`src/hdl/wrg_pkg.sv`:
```
// ----------------------------------------------------------------------------
// wrg_pkg
// shared constants and control types for the radius of gyration block
// ----------------------------------------------------------------------------
package wrg_pkg;

  localparam int DEF_MAX_POINTS = 4096;
  localparam int COORD_W        = 16;
  localparam int WEIGHT_W       = 16;
  localparam int STATUS_W       = 2;
  localparam int DIV_W          = 64;
  localparam int SPREAD_W       = 64;
  localparam int ROOT_W         = 32;
  localparam int SQ_W           = 35;
  localparam int ENTRY_W        = 3 * COORD_W + WEIGHT_W;

  localparam logic [STATUS_W-1:0] ST_OK   = 2'd0;
  localparam logic [STATUS_W-1:0] ST_ZERO = 2'd1;
  localparam logic [STATUS_W-1:0] ST_OVF  = 2'd2;

  localparam logic [1:0] SEL_X   = 2'd0;
  localparam logic [1:0] SEL_Y   = 2'd1;
  localparam logic [1:0] SEL_Z   = 2'd2;
  localparam logic [1:0] SEL_VAR = 2'd3;

  typedef struct packed {
    logic       load;
    logic       div_start;
    logic [1:0] div_sel;
    logic       scan_start;
    logic       sqrt_start;
    logic       out_load;
  } cmd_t;

  typedef struct packed {
    logic div_done;
    logic scan_done;
    logic sqrt_done;
    logic ovf;
    logic tw_zero;
    logic out_free;
  } sts_t;

endpackage

```
`src/hdl/wrg_ctrl.sv`:
```
// ----------------------------------------------------------------------------
// wrg_ctrl
// sequencer: load, centroid divides, spread pass, variance divide, root, emit
// ----------------------------------------------------------------------------
module wrg_ctrl (
  input  logic          clk,
  input  logic          rst_n,
  input  logic          in_valid,
  input  logic          in_last,
  output logic          in_ready,
  input  wrg_pkg::sts_t sts,
  output wrg_pkg::cmd_t cmd
);
  localparam logic [2:0] S_LOAD = 3'd0;
  localparam logic [2:0] S_CHK  = 3'd1;
  localparam logic [2:0] S_DIVC = 3'd2;
  localparam logic [2:0] S_SCAN = 3'd3;
  localparam logic [2:0] S_DIVV = 3'd4;
  localparam logic [2:0] S_SQRT = 3'd5;
  localparam logic [2:0] S_OUT  = 3'd6;

  logic [2:0] state_r, state_nxt;
  logic [1:0] sel_r, sel_nxt;

  assign in_ready = (state_r == S_LOAD);

  always_comb begin
    state_nxt = state_r;
    sel_nxt   = sel_r;
    cmd       = '0;
    cmd.load  = in_valid && in_ready;
    unique case (state_r)
      S_LOAD: if (in_valid && in_last) state_nxt = S_CHK;
      S_CHK: begin
        if (sts.ovf || sts.tw_zero) state_nxt = S_OUT;
        else begin
          cmd.div_start = 1'b1;
          cmd.div_sel   = wrg_pkg::SEL_X;
          sel_nxt       = wrg_pkg::SEL_X;
          state_nxt     = S_DIVC;
        end
      end
      S_DIVC: begin
        if (sts.div_done) begin
          if (sel_r == wrg_pkg::SEL_Z) begin
            cmd.scan_start = 1'b1;
            state_nxt      = S_SCAN;
          end else begin
            sel_nxt       = sel_r + 1'b1;
            cmd.div_start = 1'b1;
            cmd.div_sel   = sel_r + 1'b1;
          end
        end
      end
      S_SCAN: begin
        if (sts.scan_done) begin
          cmd.div_start = 1'b1;
          cmd.div_sel   = wrg_pkg::SEL_VAR;
          state_nxt     = S_DIVV;
        end
      end
      S_DIVV: begin
        cmd.div_sel = wrg_pkg::SEL_VAR;
        if (sts.div_done) begin
          cmd.sqrt_start = 1'b1;
          state_nxt      = S_SQRT;
        end
      end
      S_SQRT: if (sts.sqrt_done) state_nxt = S_OUT;
      S_OUT: begin
        if (sts.out_free) begin
          cmd.out_load = 1'b1;
          state_nxt    = S_LOAD;
        end
      end
      default: state_nxt = S_LOAD;
    endcase
  end

  always_ff @(posedge clk) begin
    if (!rst_n) begin
      state_r <= S_LOAD;
      sel_r   <= wrg_pkg::SEL_X;
    end else begin
      state_r <= state_nxt;
      sel_r   <= sel_nxt;
    end
  end
endmodule

```
`config.mk`:
```
export PLATFORM = sky130hd
export DESIGN_NAME = wrg_ctrl
export DESIGN_NICKNAME = d
export VERILOG_FILES = /design/src/hdl/wrg_pkg.sv /design/src/hdl/wrg_ctrl.sv
export SDC_FILE = /design/constraint.sdc
export NUM_CORES = 1
export LEC_CHECK = 0
export ABC_AREA = 1
export BUFFER_PORTS_ARGS = -buffer_cell sky130_fd_sc_hd__buf_2
export CORE_MARGIN = 8
export CORE_UTILIZATION = 40
export CTS_CLUSTER_SIZE = 40
export DETAILED_ROUTE_END_ITERATION = 12
export MAX_ROUTING_LAYER = met4
export PLACE_DENSITY = 0.63
export RECOVER_POWER = 50
export SYNTH_ARGS = -nofsm -noshare
export SYNTH_HDL_FRONTEND = slang
export SYNTH_SLANG_ARGS = --single-unit
```
`constraint.sdc`:
```
create_clock -name clk -period 2.25 [get_ports clk]
set_clock_uncertainty 0.15 [all_clocks]
set_input_delay 0.1125 -clock clk [delete_from_list [all_inputs] [get_ports clk]]
set_output_delay 0.1125 -clock clk [all_outputs]
set_load 0.03 [all_outputs]
```
Word-level counts from Yosys, hierarchy flattened

Index checks and enable logic that the tools add are counted.

Bits in registers: 5
Bits of input ports: 10
Output and inout bits: 8
Logic and storage cells: 51

Add/sub/neg operators: 1
Equal/unequal tests: 16
Multiplexer cells: 25
Reduce and logical (&&, ||, !) cells: 7

Operators by type and width:

| kind                | number |
|---|---|
| $mux 3              | 11 |
| $pmux 3 s7          | 1 |
| $ne 2x2->1 const B  | 8 |
| $eq 3x3->1 const B  | 3 |
| $pmux 2 s4          | 1 |
| $reduce_and 7->1    | 1 |
| $eq 3x2->1 const B  | 2 |
| $mux 1              | 6 |
| $mux 2              | 3 |
| $mux 4              | 1 |
| $pmux 2 s2          | 1 |
| $reduce_and 4->1    | 1 |
| $eq 3x1->1 const B  | 1 |
| $logic_not 3->1     | 1 |
| $pmux 1 s3          | 1 |
| $add 2x1->2 const B | 1 |
| $eq 2x2->1 const B  | 1 |
| $logic_and 1x1->1   | 2 |
| $ne 2x1->1 const B  | 1 |
| $reduce_bool 2->1   | 1 |
| $logic_or 1x1->1    | 1 |

Longest topological paths before layout

Gate-level depths: netlist of run 1.

Word-level depth: 4
Gate-level depth with buffers: 10
Depth with buffers taken out: 10

Least setup slack after synthesis of run 1

Ideal clock, no wire load.

Path type: register -> output
Start point: reg state_r[0]
End point: out cmd[2] (netlist name)
Data arrival time: 1.315 ns
Path slack: 0.672 ns
Stages on the path, launching flop included: 5
Buffers on the path: 1
Cell sequence: dfxtp_1 > buf_6 > nor2_4 > nand2_1 > nor3_1

RTL lines:

| element                | line           | text |
|---|---|---|
| start, declared        | wrg_ctrl.sv:22 | `logic [2:0] state_r, state_nxt;` |
| start signal, assigned | wrg_ctrl.sv:85 | `state_r <= state_nxt;` |
| end, declared          | wrg_ctrl.sv:12 | `output wrg_pkg::cmd_t cmd` |

==> impl_metrics.py, run 1 <==
metrics = {
    "route": {
        "wl_um": 1107,
        "drt_iter0_drc": 10,
        "drc_errors": 0,
        "vias": 547,
        "ant_nets": 0,
        "dr.pass1.iters": 2,
        "avgViaCountPerCell": 4.484,
        "avgRoutedWirePerCell_um": 9.074,
    },
    "power": {
        "p_leak_uw": 0.0003531,
        "peakVddDrop_mv": 0.6418,
        "p_per_area_nw_per_um2": 1138,
    },
    "clocking": {
        "htreeDepth": 1,
        "cts_setup_buffers": 0,
        "cts_tree": "built",
        "insertion_delay_ps": 240,
        "cts-root-buf": "clkbuf_4",
        "numCtsBuffers": 3,
        "cts_sinks": 5,
        "cts.clk_slew.worst_paths_ps": 40,
        "cts_buffer_depth": 2,
    },
    "floorplan": {
        "ios": 18,
        "dieWidth_um": 53.31,
        "die_area_um2": 2842,
        "coreArea_um2": 1301,
        "rows": 13,
        "start_util_pct": 42.79,
        "die_h_um": 53.31,
    },
    "worst_setup_path": {
        "cp-end-kind": "output pin",
        "rr_startpoint": "state_r[0]",
        "cpMaxStageDelayCell": "dfxtp_1",
        "cp.required_ps": 1990,
        "r2r_cells": 6,
        "crit_path_start_kind": "flip-flop",
        "r2r_slack_ps": 740,
        "cp_slowest_stage_delay_ps": 390,
        "crit_chain": "nor2_1 > nand3_2 > nor2_1 > inv_1 > nand3_1 > buf_2",
        "reg2reg_to": "sel_r[1]",
        "crit_fanout": 8,
        "crit_type": "flip-flop to output pin",
        "cp.arrival_ps": 1620,
        "cp_common_cell": "nor2_1",
    },
    "min_path": {
        "hold_depth": 5,
        "min-delay-start": "sts[2]",
        "holdPathEnd": "state_r[2]",
        "worst_hold_path_type": "input port to flip-flop",
    },
    "sta": {
        "min_period_ps": 1882,
        "fmax_mhz": 531.4,
        "finalHoldViolations": 0,
        "period_share_pct": 83.63,
        "rsz0062_at_grt": "false",
        "slew_violations": 0,
        "worstMarginPinSlew_ps": 378.3,
        "finalSetupTns_ps": 0,
        "holdWs_ps": 153.3,
        "relSlewSlack_pct": 74.89,
        "final-setup-viol-count": 0,
    },
    "grt": {
        "grt_overflow": 0,
        "grt_pass1_vias": 488,
        "antenna_found_initial": 0,
        "grt_max_degree": 9,
        "grt_pass1_wl_um": 2007,
        "grt_usage_pct": 9.450,
    },
    "final_layout": {
        "final_cell_mix": "23 x nand2_1, 15 x buf_2, 13 x nor2_1",
        "nets": 121,
        "diodes": 0,
        "syn_to_final_growth_pct": 16.40,
        "final_common_cell": "nand2_1",
        "drive_gt1_share_pct": 31.78,
    },
    "run": {
        "drv_cap": 0,
    },
    "yosys": {
        "ys_seq_area_share_pct": 17.98,
        "yosys_warnings": 0,
        "postSynthCellCount": 88,
        "avgSynthCellArea_um2": 6.327,
        "syn_area_um2": 556.8,
        "synth.distinct_cells": 19,
        "ys_seq_elements": 5,
        "synth_nets": 101,
    },
    "place": {
        "dp_hpwl_um": 990.8,
        "globalplace.congestion": 0.7837,
        "io_buffers": 17,
    },
    "outcome": {
        "status": "completed",
    },
}
## layer usage
metal / global-route usage, % / wire length, um / vias to the layer above
li1: - / - / 311
met1: 11.74 / 548 / 222
met2: 13.48 / 472 / 12
met3: 2.521 / 69 / 2
met4: 5.042 / 17 / 0
met5: - / 0 / -
## cell type report
type	count	area [um^2]
well taps	15	18.77
flip-flops and latches	5	100.1
inverters	14	52.55
multi-input cells	66	357.8
clock buffers	4	26.28
fillers	148	653.1
repair buffers	18	92.59
## cell families (layout without fill, tap and decap cells)
logic type	after synthesis	in the layout	share of synthesized area [%]
AO/OA/AOI/OAI	5	5	5.616
adder cells (fa/ha/maj)	3	3	6.742
buffers and inverters	17	36	15.51
flip-flops	5	5	17.98
AND/OR/NAND/NOR	58	58	54.16
## per-stage QoR
step           area, um^2  util [%]  worst slack, ps  power (uW)  cells
5_1_grt             648.1     49.81            179.2       813.8    122
3_5_place_dp        626.9     48.17            704.1       660.6    117
4_1_cts             663.1     50.96            436.9       767.0    122
3_3_place_gp        626.9     48.17            762.7       657.7    117
6_report            648.1     49.81            368.3       737.8    122
2_1_floorplan       556.8         -            672.2       602.5     88
## registers in the layout, summed over array words and instances, names as in the netlist
name,flops
sel_r,2
state_r,3
## cells in the mapped netlist (all sizes together)
cell,number,area [um^2]
a21oi,3,15.01
buf,3,33.78
nor2,18,100.1
nor3b,1,7.510
inv,14,52.55
ha,3,37.54
a21boi,1,11.26
nor3,2,15.01
nand3,10,60.06
nand2,27,118.9
dfxtp,5,100.1
o21ai,1,5.000
## critical path, delay by kind of cell, from the launching register on
| family | cells | cell delay (ps) |
|---|---|---|
| AND/OR/NAND/NOR | 4 | 690 |
| flip-flops | 1 | 390 |
| buffers and inverters | 2 | 280 |
## repair_timing
| action | 4_1_cts | 5_1_grt |
|---|---|---|
| resized for setup | 0 | 0 |
| endpoints found under the hold margin | 5 | 0 |
| setup endpoints to repair | 0 | 0 |
| hold buffers | 1 | 0 |
## power breakdown
part	leakage (uW)	total (uW)	internal, uW	switching (uW)
Sequential	0.0000411	165	113	51.4
Clock	0.0000150	102	66.9	34.7
Combinational	0.000297	472	160	312
## worst max path at each step
stage                from      to  slack, ps  depth (start not counted)
2_1_floorplan  state_r[0]  cmd[2]        670                          4
3_3_place_gp     sel_r[0]  cmd[5]        760                          8
3_5_place_dp     sel_r[0]  cmd[5]        700                          8
4_1_cts          sel_r[0]  cmd[5]        440                          8
5_1_grt        state_r[0]  cmd[5]        180                          6
6_report       state_r[0]  cmd[5]        370                          6
No activity file was read; power rests on OpenSTA's default activity.
==> run 2: changes to the inputs <==
ABC_AREA = 0   (was 1)
CORE_AREA = 8 8 45 47   (was not set)
CORE_MARGIN = not set   (was 8)
CORE_UTILIZATION = not set   (was 40)
DIE_AREA = 0 0 53 55   (was not set)
PLACE_DENSITY = 0.57   (was 0.63)
clock period = 1.95 ns   (was 2.25 ns; I/O delays follow)
==> impl_metrics.py, run 2 <==
metrics = {
    "route": {
        "ant_nets": 0,
        "avgRoutedWirePerCell_um": 12.09,
        "avgViaCountPerCell": 5.043,
        "drc_errors": 0,
        "wl_um": 1136,
        "dr.pass1.iters": 4,
        "vias": 474,
        "drt_iter0_drc": 2,
    },
    "yosys": {
        "synth.distinct_cells": 26,
        "synth_nets": 70,
        "synth_top_cell_by_area": "dfxtp_1",
        "postSynthCellCount": 57,
        "synthArstFlopShare_pct": 0,
        "syn_area_um2": 444.2,
        "synth_edf_count": 0,
        "synth_most_common_cell": "o21ai_0",
        "synthTopCellsByArea": "dfxtp_1 23%, ha_1 8.5%, o21ai_0 6.8%, nor2b_1 5.6%, a31oi_1 4.2%",
        "synth_commonest_cells": "6 x o21ai_0, 5 x dfxtp_1, 5 x nand2_1",
        "avgSynthCellArea_um2": 7.793,
        "synthFlopType": "dfxtp_1",
        "synth_top_area_share_pct": 22.54,
        "ys_seq_elements": 5,
        "yosys_warnings": 0,
        "ys_seq_area_share_pct": 22.54,
    },
    "floorplan": {
        "rows": 14,
        "dieWidth_um": 53,
        "ios": 18,
        "start_util_pct": 32.10,
        "coreArea_um2": 1384,
        "die_area_um2": 2915,
        "die_h_um": 55,
    },
    "sta": {
        "finalHoldViolations": 0,
        "worstMarginPinSlew_ps": 394.0,
        "period_share_pct": 91.32,
        "slew_violations": 0,
        "fmax_mhz": 561.6,
        "final-setup-viol-count": 0,
        "finalSetupTns_ps": 0,
        "rsz0062_at_grt": "false",
        "relSlewSlack_pct": 73.70,
        "setup_ws_ps": 169.3,
        "min_period_ps": 1781,
    },
    "place": {
        "place_area_um2": 539.3,
        "io_buffers": 17,
        "globalplace.congestion": 0.7663,
        "pre_cts_slack_ps": 283.9,
        "placed_cells": 88,
    },
    "final_layout": {
        "final_cell_mix": "13 x buf_2, 6 x o21ai_0, 5 x nand2_1",
        "drive_gt1_share_pct": 33.33,
        "reg.largest.list": "state_r (3), sel_r (2)",
        "diodes": 0,
        "nets": 92,
        "utilization_pct": 43.67,
        "largest_reg_flops": 3,
        "largest_register": "state_r",
        "syn_to_final_growth_pct": 36.06,
        "final_common_cell": "buf_2",
        "n_fill_cell": 148,
        "instances_no_fill": 94,
        "fin_area_um2": 604.3,
    },
    "run": {
        "drv_cap": 0,
    },
    "power": {
        "peakVddDrop_mv": 0.3123,
        "p_per_area_nw_per_um2": 745.6,
        "p_leak_uw": 0.0002409,
    },
    "outcome": {
        "status": "completed",
    },
    "clocking": {
        "cts-root-buf": "clkbuf_4",
        "cts.clk_slew.worst_paths_ps": 40,
        "htreeDepth": 1,
        "cts_sinks": 5,
        "cts_buffer_depth": 2,
        "cts_tree": "built",
        "numCtsBuffers": 3,
        "insertion_delay_ps": 230,
    },
    "worst_setup_path": {
        "worstSetupPathDepth": 6,
        "cp.required_ps": 1700,
        "cp-end-kind": "output pin",
        "crit_fanout": 5,
        "r2r_cells": 6,
        "cpMaxStageDelayCell": "dfxtp_1",
        "cp_slowest_stage_delay_ps": 350,
        "cp.arrival_ps": 1530,
        "crit_type": "flip-flop to output pin",
        "crit_buf_inv": 2,
        "crit_chain": "inv_2 > ha_4 > nor4bb_4 > nor2_1 > a21oi_1 > buf_4",
        "crit_path_start_kind": "flip-flop",
        "path_delay_family": "simple AND/OR/NAND/NOR gates",
    },
    "min_path": {
        "hold_depth": 4,
        "worst_hold_path_type": "input port to flip-flop",
    },
    "grt": {
        "grt_usage_pct": 8.559,
        "grt_pass1_wl_um": 1794,
        "grt_overflow": 0,
        "grt_max_degree": 15,
        "antenna_found_initial": 0,
        "grt_pass1_vias": 409,
    },
}
## run 2: cell types whose count changed in the layout (fill, tap and decap cells not counted), sizes merged, moves of 4 or more
| cell | delta |
|---|---|
| inv | -11 |
| nor2b | +4 |
| nand2 | -22 |
| o21ai | +5 |
| nand3 | -7 |
| nor2 | -15 |
## run 2: cell families (layout without fill, tap and decap cells)
family | count (synthesis) | in the layout | synth area share, %
and+or+nand+nor | 25 | 25 | 35.49
AOI/OAI and AO/OA | 17 | 17 | 24.79
buffers and inverters | 6 | 27 | 6.479
DFF | 5 | 5 | 22.54
adders and majority gates | 3 | 3 | 8.452
muxes | 1 | 1 | 2.254
## run 2: power by group
part           switching, uW  internal, uW  total [uW]
combinational            116          77.9         194
sequential              27.6           116         143
clock                   36.5          77.0         114
total                    180           270         451
## run 2: area by class of cell
| class | count | area, um^2 | area share, % |
|---|---|---|---|
| clock buffer | 4 | 26.28 | 4.348 |
| multi-input combinational | 46 | 336.6 | 55.69 |
| timing repair buffer | 20 | 108.9 | 18.01 |
| inverter | 3 | 11.26 | 1.863 |
| tap | 16 | 20.02 | 3.313 |
| sequential | 5 | 101.3 | 16.77 |
## run 2: routing by layer
layer	GRT usage (%)	wire (um)	up-vias
met5	-	0	-
met4	6.466	6	0
met3	2.941	108	2
met2	11.52	484	12
met1	10.18	536	209
li1	-	-	251
## run 2: path summary, 6_finish.rpt
| kind | end | start | slack (ps) |
|---|---|---|---|
| max reg2reg | sel_r[1] | sel_r[0] | 410 |
| min | state_r[1] | sts[0] | 50 |
| min reg2reg | sel_r[0] | sel_r[0] | 400 |
| max | cmd[5] | sel_r[0] | 170 |
## run 2: worst register-to-register path: cells and delay by family, from the launching register on
family / cells / cell delay, ps
compound gates: 2 / 220
fa+ha+maj: 1 / 180
flops: 1 / 350
buf+inv: 2 / 230
simple gates: 1 / 300
## run 2: through the flow
step	hold WS [ps]	total power (uW)
2_1_floorplan	79.90	278.1
3_3_place_gp	234.8	330.0
3_5_place_dp	250.1	330.2
4_1_cts	42.04	452.8
5_1_grt	84.68	488.7
6_report	52.45	450.6
## run 2: what timing repair did
action | in CTS | in global routing
buffers inserted | 0 | 1
resized for setup | 0 | 7
hold buffers | 1 | 0
endpoints found under the hold margin | 1 | 0
endpoints found under the setup margin | 0 | 3
==> run 3: changes to the inputs <==
CTS_BUF_LIST = sky130_fd_sc_hd__clkbuf_16   (was not set)
==> impl_metrics.py, run 3 (synthesis gave the netlist of run 2 again) <==
metrics = {
    "route": {
        "wl_um": 1126,
        "avgRoutedWirePerCell_um": 12.11,
        "dr.pass1.iters": 3,
        "ant_nets": 0,
        "avgViaCountPerCell": 5.011,
        "drt_iter0_drc": 3,
        "vias": 466,
        "drc_errors": 0,
    },
    "worst_setup_path": {
        "crit_type": "flip-flop to output pin",
        "reg2reg_to": "sel_r[1]",
        "r2r_slack_ps": 340,
        "crit_start": "sel_r[0]",
        "rr_startpoint": "sel_r[0]",
        "r2r_cells": 6,
        "cp.arrival_ps": 1610,
        "cp.required_ps": 1700,
        "cp-end-kind": "output pin",
        "crit_fanout": 5,
        "crit_path_start_kind": "flip-flop",
    },
    "power": {
        "peakVddDrop_mv": 0.6277,
        "total_power_uw": 653.7,
        "clkPwrFrac_pct": 49.7,
        "p_int_uw": 453.8,
        "p_leak_uw": 0.0002647,
        "pwr-share-comb_pct": 28.8,
        "seq_power_share_pct": 21.5,
        "swShare_pct": 30.58,
        "p_per_area_nw_per_um2": 1041,
        "p_switching_uw": 199.9,
    },
    "sta": {
        "slew_violations": 0,
        "fmax_mhz": 538.9,
        "setup_ws_ps": 94.40,
        "min_period_ps": 1856,
        "finalHoldViolations": 0,
        "relSlewSlack_pct": 73.26,
        "final-setup-viol-count": 0,
        "period_share_pct": 95.16,
        "rsz0062_at_grt": "true",
        "worstMarginPinSlew_ps": 400.6,
        "finalSetupTns_ps": 0,
    },
    "grt": {
        "antenna_found_initial": 0,
        "busiest_layer": "met2",
        "use_met3_pct": 2.139,
        "grt_pass1_wl_um": 1787,
        "grt_use_met2_pct": 11.52,
        "grt_max_degree": 15,
        "grt_usage_pct": 8.559,
        "met1_usage_pct": 10.18,
        "grt_pass1_vias": 410,
        "grt_overflow": 0,
    },
    "final_layout": {
        "diodes": 0,
        "final_common_cell": "buf_2",
        "largest_reg_flops": 3,
        "instances_no_fill": 93,
        "final_cell_mix": "14 x buf_2, 6 x o21ai_0, 5 x nand2_1, 5 x dfxtp_1",
        "nets": 91,
        "syn_to_final_growth_pct": 41.41,
        "reg.largest.list": "state_r (3), sel_r (2)",
        "largest_register": "state_r",
        "drive_gt1_share_pct": 32.47,
        "fin_area_um2": 628.1,
    },
    "clocking": {
        "cts_tree": "built",
        "cts-root-buf": "clkbuf_16",
        "htreeDepth": 1,
        "cts_buffer_depth": 2,
        "cts.clk_slew.worst_paths_ps": 30,
        "numCtsBuffers": 3,
        "cts_sinks": 5,
        "insertion_delay_ps": 220,
        "holdBufCountCts": 0,
    },
    "place": {
        "placed_cells": 88,
        "io_buffers": 17,
        "place_area_um2": 539.3,
        "globalplace.congestion": 0.7663,
        "pre_cts_slack_ps": 283.9,
    },
    "min_path": {
        "worst_hold_path_type": "input port to flip-flop",
        "holdPathEnd": "sel_r[0]",
        "min-delay-start": "rst_n",
        "hold_depth": 3,
    },
    "floorplan": {
        "ios": 18,
        "rows": 14,
        "dieWidth_um": 53,
        "start_util_pct": 32.10,
        "die_h_um": 55,
        "die_area_um2": 2915,
        "coreArea_um2": 1384,
    },
    "outcome": {
        "status": "completed",
    },
    "run": {
        "drv_cap": 0,
    },
}
-- run 3: cell count changes in the layout (fill, tap and decap cells not counted), sizes merged --
cell	change
buf	+1
clkbuf	-2
inv	+1
dlygate4sd3	-1
-- run 3: timing repair --
item,4_1_cts,5_1_grt
resized for setup,0,3
setup endpoints to repair,0,1
setup buffers,0,1
-- run 3: layer usage --
metal | part of all wire [%] | vias to the layer above
li1 | - | 249
met1 | 47 | 197
met2 | 39 | 15
met3 | 9.7 | 5
met4 | 3.5 | 0
met5 | 0 | -
-- run 3: layout make-up --
| cell class | instances | area [um^2] |
|---|---|---|
| repair buffers | 19 | 100.1 |
| well taps | 16 | 20.02 |
| multi-input cells | 46 | 317.8 |
| inverters | 3 | 11.26 |
| clock buffers | 3 | 75.07 |
| clock inverters | 1 | 3.754 |
| flip-flops and latches | 5 | 100.1 |
| fillers | 145 | 755.7 |
-- run 3: power groups by stage --
stage               sequential [uW]  clock, uW  combinational [uW]
finish                          141        325                 188
global route                    144        339                 207
CTS                             141        334                 189
detailed placement              142          0                 188
global placement                142          0                 188
floorplan                       127          0                 151
-- run 3: worst max-delay path: stages, from the launching register on --
cell and delay (ps):
dfxtp_1 340, inv_1 80, ha_2 220, nor4bb_2 330, nor2_1 80, a21oi_1 150, buf_4 180
-- run 3: how the worst max path moves through the flow --
stage | cells past startpoint | end
2_1_floorplan | 3 | cmd[6]
3_3_place_gp | 6 | cmd[5]
3_5_place_dp | 6 | cmd[5]
4_1_cts | 6 | cmd[5]
5_1_grt | 6 | cmd[5]
6_report | 6 | cmd[5]
-- run 3: through the flow --
step,hold WS (ps),util [%]
2_1_floorplan,79.90,-
3_3_place_gp,234.8,38.97
3_5_place_dp,250.1,38.97
4_1_cts,15.36,44.67
5_1_grt,39.34,45.39
6_report,2.186,45.39
